### config.mk
export PLATFORM = sky130hd
export DESIGN_NAME = message_slot_ring_status_unit
export DESIGN_NICKNAME = d
export VERILOG_FILES = /design/src/msrs_pkg.sv /design/src/message_slot_ring_status_unit.sv /design/src/msrs_status_store.sv
export SDC_FILE = /design/constraint.sdc
export NUM_CORES = 1
export LEC_CHECK = 0
export BUFFER_PORTS_ARGS = -buffer_cell sky130_fd_sc_hd__buf_2
export CORE_MARGIN = 2
export CORE_UTILIZATION = 60
export CTS_CLUSTER_DIAMETER = 80
export DETAILED_ROUTE_END_ITERATION = 10
export PLACE_DENSITY_LB_ADDON = 0.05
export RECOVER_POWER = 25
export SYNTH_ARGS = -nofsm -noshare
export SYNTH_HDL_FRONTEND = slang
export SYNTH_SLANG_ARGS = --single-unit
### constraint.sdc
create_clock -name i_clk -period 9.56 [get_ports i_clk]
set_input_delay 0.956 -clock i_clk [delete_from_list [all_inputs] [get_ports i_clk]]
set_output_delay 0.956 -clock i_clk [all_outputs]
set_load 0.02 [all_outputs]
### src/msrs_pkg.sv
// ----------------------------------------------------------------------------
// msrs_pkg: shared types and constants of the message slot ring status unit
// Slot status codes, request kinds, result codes, the memory access structs
// and the position mask helper.
// ----------------------------------------------------------------------------
`default_nettype none

package msrs_pkg;

    localparam int LOG2_SLOTS = 6;
    localparam int DEPTH      = 1 << LOG2_SLOTS;
    localparam int SLOT_W     = LOG2_SLOTS;
    localparam int CFG_W      = 3;

    localparam logic [CFG_W-1:0] RING_LOG2_RST = CFG_W'(LOG2_SLOTS);

    // Result codes carried in the result word's tuser
    localparam logic RC_OK    = 1'b0;
    localparam logic RC_BLOCK = 1'b1;

    typedef enum logic [1:0] {
        ST_AVAIL = 2'd0,
        ST_BUSY  = 2'd1,
        ST_SENT  = 2'd2
    } t_status_e;

    typedef enum logic [1:0] {
        REQ_SEND_START = 2'd0,
        REQ_SEND_END   = 2'd1,
        REQ_RECV_START = 2'd2,
        REQ_RECV_END   = 2'd3
    } t_req_e;

    typedef struct packed {
        logic              en;
        logic [SLOT_W-1:0] addr;
    } t_rd_req;

    typedef struct packed {
        logic              en;
        logic [SLOT_W-1:0] addr;
        t_status_e         data;
    } t_wr_req;

    // Mask of the ring in use; the size code saturates at log2 of the slot count.
    function automatic logic [SLOT_W-1:0] pos_mask(input logic [CFG_W-1:0] ring_log2);
        logic [CFG_W-1:0] k;
        logic [SLOT_W:0]  full;
        k = (ring_log2 > CFG_W'(LOG2_SLOTS)) ? CFG_W'(LOG2_SLOTS) : ring_log2;
        full = ((SLOT_W+1)'(1) << k) - (SLOT_W+1)'(1);
        return full[SLOT_W-1:0];
    endfunction

endpackage

`default_nettype wire

### src/message_slot_ring_status_unit.sv
// ----------------------------------------------------------------------------
// message_slot_ring_status_unit: status tracker of a message slot ring
// Single-producer, single-consumer ring of slots with available, busy and
// sent status, producer and consumer positions and a configurable size.
// ----------------------------------------------------------------------------
// Usage:
//   Requests arrive as words on the s_ channel: tuser carries the request
//   kind (send start, send end, receive start, receive end), tdata the slot
//   that an end request finishes. Each request yields exactly one result
//   word on the m_ channel: tuser bit 0 is the would-block flag, tdata the
//   slot claimed by a successful start request (zero otherwise).
//   A request reads its slot status into the store's read register when it
//   is accepted, and is written back when it resolves, at the edge where
//   its result word turns valid; a waiting result word holds the resolve
//   back. The next request is taken only once the write-back is done.
//   Reset: all slots read as available (per-slot valid bits cleared at once),
//   both positions return to zero and the ring size code to six. No
//   clearing pass is needed.
//   Stall: the result register parts the two sides. A request is accepted
//   while a result waits; it then holds in the resolve stage until the
//   result register is free.
//   The user writes the ring size register (i_cfg_we / i_cfg_wdata) only
//   while no request is in flight; the block leaves this to the user.
// ----------------------------------------------------------------------------
`default_nettype none

module message_slot_ring_status_unit (
    input  wire        i_clk,
    input  wire        i_rst_n,
    // configuration: ring_size_log2
    input  wire        i_cfg_we,
    input  wire [2:0]  i_cfg_wdata,
    // request channel
    input  wire        i_s_tvalid,
    output logic       o_s_tready,
    input  wire [7:0]  i_s_tdata,   // [5:0] target_slot, [7:6] zero
    input  wire [1:0]  i_s_tuser,   // [1:0] req_type
    // result channel
    output logic       o_m_tvalid,
    input  wire        i_m_tready,
    output logic [7:0] o_m_tdata,   // [5:0] claimed_slot, [7:6] zero
    output logic [0:0] o_m_tuser    // [0] result_code
);

    localparam int SW = msrs_pkg::SLOT_W;

    // configuration
    logic [msrs_pkg::CFG_W-1:0] r_ring_log2;
    logic [SW-1:0]              w_mask;

    // positions
    logic [SW-1:0] r_prod, n_prod;
    logic [SW-1:0] r_cons, n_cons;

    // request in flight
    logic             r_busy, n_busy;
    msrs_pkg::t_req_e r_req;
    logic [SW-1:0]    r_addr;

    // result register
    logic          r_ovalid, n_ovalid;
    logic          r_ocode,  n_ocode;
    logic [SW-1:0] r_oslot,  n_oslot;

    logic                w_accept;
    logic                w_exec;
    msrs_pkg::t_req_e    w_in_req;
    logic [SW-1:0]       w_in_addr;
    msrs_pkg::t_status_e w_status;
    msrs_pkg::t_rd_req   w_rd;
    msrs_pkg::t_wr_req   w_wr;

    always_ff @(posedge i_clk) begin
        if (!i_rst_n) begin
            r_ring_log2 <= msrs_pkg::RING_LOG2_RST;
        end else if (i_cfg_we) begin
            r_ring_log2 <= i_cfg_wdata;
        end
    end

    assign w_mask = msrs_pkg::pos_mask(r_ring_log2);

    // Take a request only when the previous one has been written back.
    assign o_s_tready = !r_busy;
    assign w_accept   = i_s_tvalid && o_s_tready;
    assign w_in_req   = msrs_pkg::t_req_e'(i_s_tuser);

    // Slot address: start requests use their position, end requests the target.
    always_comb begin
        unique case (w_in_req)
            msrs_pkg::REQ_SEND_START: w_in_addr = r_prod & w_mask;
            msrs_pkg::REQ_RECV_START: w_in_addr = r_cons & w_mask;
            default:                  w_in_addr = i_s_tdata[SW-1:0] & w_mask;
        endcase
    end

    assign w_rd.en   = w_accept;
    assign w_rd.addr = w_in_addr;

    always_ff @(posedge i_clk) begin
        if (w_accept) begin
            r_req  <= w_in_req;
            r_addr <= w_in_addr;
        end
    end

    msrs_status_store u_store (
        .i_clk    (i_clk),
        .i_rst_n  (i_rst_n),
        .i_rd     (w_rd),
        .i_wr     (w_wr),
        .o_status (w_status)
    );

    // Resolve when the result register is free or drains this cycle.
    assign w_exec = r_busy && (!r_ovalid || i_m_tready);

    always_comb begin
        n_prod      = r_prod;
        n_cons      = r_cons;
        n_busy      = r_busy;
        n_ovalid    = r_ovalid;
        n_ocode     = r_ocode;
        n_oslot     = r_oslot;
        w_wr.en     = 1'b0;
        w_wr.addr   = r_addr;
        w_wr.data   = msrs_pkg::ST_BUSY;

        if (r_ovalid && i_m_tready) begin
            n_ovalid = 1'b0;
        end
        if (w_accept) begin
            n_busy = 1'b1;
        end

        if (w_exec) begin
            n_busy   = 1'b0;
            n_ovalid = 1'b1;
            n_ocode  = msrs_pkg::RC_OK;
            n_oslot  = '0;
            unique case (r_req)
                msrs_pkg::REQ_SEND_START: begin
                    if (w_status == msrs_pkg::ST_AVAIL) begin
                        w_wr.en = 1'b1;
                        n_prod  = r_prod + SW'(1);
                        n_oslot = r_addr;
                    end else begin
                        n_ocode = msrs_pkg::RC_BLOCK;
                    end
                end
                msrs_pkg::REQ_RECV_START: begin
                    if (w_status == msrs_pkg::ST_SENT) begin
                        w_wr.en = 1'b1;
                        n_cons  = r_cons + SW'(1);
                        n_oslot = r_addr;
                    end else begin
                        n_ocode = msrs_pkg::RC_BLOCK;
                    end
                end
                msrs_pkg::REQ_SEND_END: begin
                    w_wr.en   = 1'b1;
                    w_wr.data = msrs_pkg::ST_SENT;
                end
                default: begin
                    w_wr.en   = 1'b1;
                    w_wr.data = msrs_pkg::ST_AVAIL;
                end
            endcase
        end
    end

    always_ff @(posedge i_clk) begin
        if (!i_rst_n) begin
            r_prod   <= '0;
            r_cons   <= '0;
            r_busy   <= 1'b0;
            r_ovalid <= 1'b0;
        end else begin
            r_prod   <= n_prod;
            r_cons   <= n_cons;
            r_busy   <= n_busy;
            r_ovalid <= n_ovalid;
        end
    end

    always_ff @(posedge i_clk) begin
        r_ocode <= n_ocode;
        r_oslot <= n_oslot;
    end

    assign o_m_tvalid = r_ovalid;
    assign o_m_tdata  = {{(8-SW){1'b0}}, r_oslot};
    assign o_m_tuser  = r_ocode;

    // ---- assertions --------------------------------------------------------

    // An accepted request blocks the input until it is written back.
    a_accept_blocks: assert property (@(posedge i_clk) disable iff (!i_rst_n)
        (i_s_tvalid && o_s_tready) |=> !o_s_tready)
        else $error("request accepted while another is in flight");

    // A successful send start advances the producer position by one.
    a_prod_advance: assert property (@(posedge i_clk) disable iff (!i_rst_n)
        (w_exec && (r_req == msrs_pkg::REQ_SEND_START)
            && (w_status == msrs_pkg::ST_AVAIL))
        |=> (r_prod == $past(r_prod + SW'(1))))
        else $error("producer position did not advance on a claim");

    // Positions only move on a resolve.
    a_pos_hold: assert property (@(posedge i_clk) disable iff (!i_rst_n)
        !w_exec |=> ($stable(r_prod) && $stable(r_cons)))
        else $error("position moved without a resolved request");

    // A would-block result carries slot zero.
    a_block_zero: assert property (@(posedge i_clk) disable iff (!i_rst_n)
        (o_m_tvalid && (o_m_tuser[0] == msrs_pkg::RC_BLOCK)) |-> (o_m_tdata == 8'd0))
        else $error("would-block result with a nonzero slot");

endmodule

`default_nettype wire

### src/msrs_status_store.sv
// ----------------------------------------------------------------------------
// msrs_status_store: slot status memory
// One-port-read, one-port-write status array with a registered read and
// per-slot valid bits that make every slot read as available after reset.
// ----------------------------------------------------------------------------
`default_nettype none

module msrs_status_store (
    input  wire                  i_clk,
    input  wire                  i_rst_n,
    input  msrs_pkg::t_rd_req    i_rd,
    input  msrs_pkg::t_wr_req    i_wr,
    output msrs_pkg::t_status_e  o_status
);

    msrs_pkg::t_status_e             r_mem [msrs_pkg::DEPTH];
    msrs_pkg::t_status_e             r_rdata;
    logic [msrs_pkg::SLOT_W-1:0]     r_rd_addr;
    logic [msrs_pkg::DEPTH-1:0]      r_valid;

    always_ff @(posedge i_clk) begin
        if (i_wr.en) begin
            r_mem[i_wr.addr] <= i_wr.data;
        end
        if (i_rd.en) begin
            r_rdata   <= r_mem[i_rd.addr];
            r_rd_addr <= i_rd.addr;
        end
    end

    always_ff @(posedge i_clk) begin
        if (!i_rst_n) begin
            r_valid <= '0;
        end else if (i_wr.en) begin
            r_valid[i_wr.addr] <= 1'b1;
        end
    end

    // Unwritten slots read as available.
    assign o_status = r_valid[r_rd_addr] ? r_rdata : msrs_pkg::ST_AVAIL;

endmodule

`default_nettype wire

==> results.ini <==
[sta]
finalSetupViolations = 0
rsz0062_at_grt = no
hold_viol = 0
finalClockSkew_ns = 0.00740
final.min_clock_period_ns = 6.39
finalMaxSlewViolations = 265
fmax_ghz = 0.156
tns_ns = 0
tightestPinTransition_ns = 4.72
max_slew_margin_pct = -214
whs_ns = 0.449
final.period_utilization_pct = 66.9

[floorplan]
io_pins = 29
rows = 48
core_region_area_mm2 = 0.0172
start_util_pct = 61.1
chipHeight_um = 136
dieArea_mm2 = 0.0186
die_x_um = 136

[routing]
ant_nets = 0
num_vias = 7330
avgViaCountPerCell = 6.57
first_iter_violations = 561
drt-total-wl_um = 25100
drcViolationCount = 0
firstDrtPassIters = 5
wl_per_cell_um = 22.5

[setup_path]
startpoint_type = primary input
path_max_fanout = 77
required_ns = 9.75
end_kind = flip-flop
r2r-start = o_m_tvalid
reg2reg_setup_slack_ns = 4.70
reg2reg_to = u_store.r_valid[51]
worstRegToRegCells = 7
arrival_ns = 6.59
path_class = in -> reg

[clocking]
cts_root_buf = clkbuf_16
cts_buffers = 24
cts_setup_buffers = 0
clock-sinks = 226
tritoncts = built
cts_resized = 0
insertion_delay_ns = 0.50
h-tree-depth = 1
cts_hold_buf = 0
clk_pin_slew_ns = 0.06
clock_path_buffers = 3

[grt]
grt.met2_usage_pct = 45.1
grt_pass1_wl_um = 38800
antenna_found_initial = 0
busiest_layer = met2
track_usage_pct = 27.2
gr-total-overflow = 0
gr-usage-met1_pct = 37.6
grt_max_degree = 78
grtUsageMet3_pct = 3.13
grt_pass1_vias = 7110

[run]
drv_cap = 4

[logic_synthesis]
seq_area_frac_synth_pct = 57.0
ys_warn_count = 0
syn_area_per_cell_um2 = 11.7
synth_cells = 898
ys_ff_latch = 226
synth_area_mm2 = 0.0105
synth_ff_type = edfxtp_1
ys_types = 53
postSynth.asyncResetShare_pct = 0
synth_edf_count = 145

[final_layout]
final_common_cell = nand2_1
drive_gt1_share_pct = 16.7
final_cell_mix = nand2_1 (151), edfxtp_1 (145), dfxtp_1 (81), nor3_1 (64), o41ai_2 (56)
final_area_mm2 = 0.0114
fin_nets = 893
post-route-util_pct = 66.6
diodes = 0
syn_to_final_growth_pct = 8.98

[pwr]
internal_power_w = 0.00171
peakVddDrop_v = 0.000170
power_w = 0.00224
p_leak_nw = 4.07
p_seq_share_pct = 47.3
p_comb_share_pct = 8.7
powerDensity_mw_per_mm2 = 196
clkPwrFrac_pct = 44.0
power.net_switching_w = 0.000528
p_sw_share_pct = 23.6

[status]
status = finished, violations left
violations = max-capacitance violations, max-slew violations

[hold_path]
holdCritStartpoint = u_store.r_valid[40]
hold_class = reg -> reg
holdPathStages = 2
worstHoldEndpoint = u_store.r_valid[40]

[placed_design]
post_dp_cell_area_mm2 = 0.0106
place_congestion = 0.795
dpl.hpwl_um = 14700
port_buffers = 24

==> flip-flops by register name (all words and copies together) (netlist names) <==
signal,count
o_m_tuser,1
u_store.r_rd_addr,6
r_cons,6
u_store.r_mem,128
r_req,2
o_m_tvalid,1
u_store.r_rdata,2
r_prod,6
r_busy,1
u_store.r_valid,64
r_oslot,6
r_ring_log2,3
==> worst max-delay path by stage <==
stage                               from                   end  slack (ns)
floorplan                     i_m_tready   u_store.r_mem[0][1]        5.21
global placement              i_m_tready  u_store.r_mem[54][0]        4.77
detailed placement            i_m_tready  u_store.r_mem[53][1]        4.62
CTS                 u_store.r_rd_addr[3]  u_store.r_mem[53][1]        4.97
global route                     i_rst_n   u_store.r_valid[32]        2.81
finish                           i_rst_n   u_store.r_valid[33]        3.17
==> logic make-up after synthesis <==
kind of cell | share of synthesized area, %
buffers and inverters | 4.77
XOR/XNOR | 0.167
flip-flops | 57.0
adder cells (fa/ha/maj) | 0.238
AND/OR/NAND/NOR | 14.0
multiplexers | 6.89
AO/OA/AOI/OAI | 17.0
other | 0.0357
==> metal layers <==
layer	part of all wire (%)	vias up
li1	-	3349
met2	49	251
met5	0	-
met3	5.9	58
met1	43	3672
met4	2.7	0
==> per-stage QoR <==
stage          instances  worst slack, ns
6_report            1116             3.17
5_1_grt             1116             2.81
4_1_cts             1116             4.97
3_5_place_dp        1072             4.62
3_3_place_gp        1072             4.77
2_1_floorplan        899             5.21
==> power groups by stage <==
stage | Combinational (W) | Clock (W) | Sequential, W
after CTS | 0.000194 | 0.000994 | 0.00106
after detailed placement | 0.000194 | 0 | 0.00108
after global placement | 0.000188 | 0 | 0.00108
after global routing | 0.000207 | 0.00103 | 0.00106
after floorplan | 0.000144 | 0 | 0.00108
final | 0.000194 | 0.000985 | 0.00106
==> worst max-delay path, stage by stage <==
cell and delay (ns):
buf_2 0.10, clkbuf_1 1.21, clkinvlp_2 0.46, clkbuf_1 3.33, o41ai_1 0.43
==> synth_stat cells, types with 16 or more instances <==
cell      number  area (µm²)
nor3_1        64         320
edfxtp_1     145        4350
mux2_2        18         203
o41ai_2       56         911
mux2i_1       43         430
inv_1         18        67.6
dfxtp_1       81        1620
nand2_1      151         567
buf_2         16        80.1
a21oi_1       19        95.1
clkbuf_1      60         225
o211ai_1      26         195
nand3_1       25         125
==> final cells by class <==
type                            instances  area [µm²]
Timing Repair Buffer                   40         208
Clock inverter                         10         150
Inverter                               21        80.1
Tap cell                              225         282
Multi-Input combinational cell        560        4040
Fill cell                            1295        5740
Clock buffer                           34         701
Sequential cell                       226        5980
No activity file was read; power rests on OpenSTA's default activity.
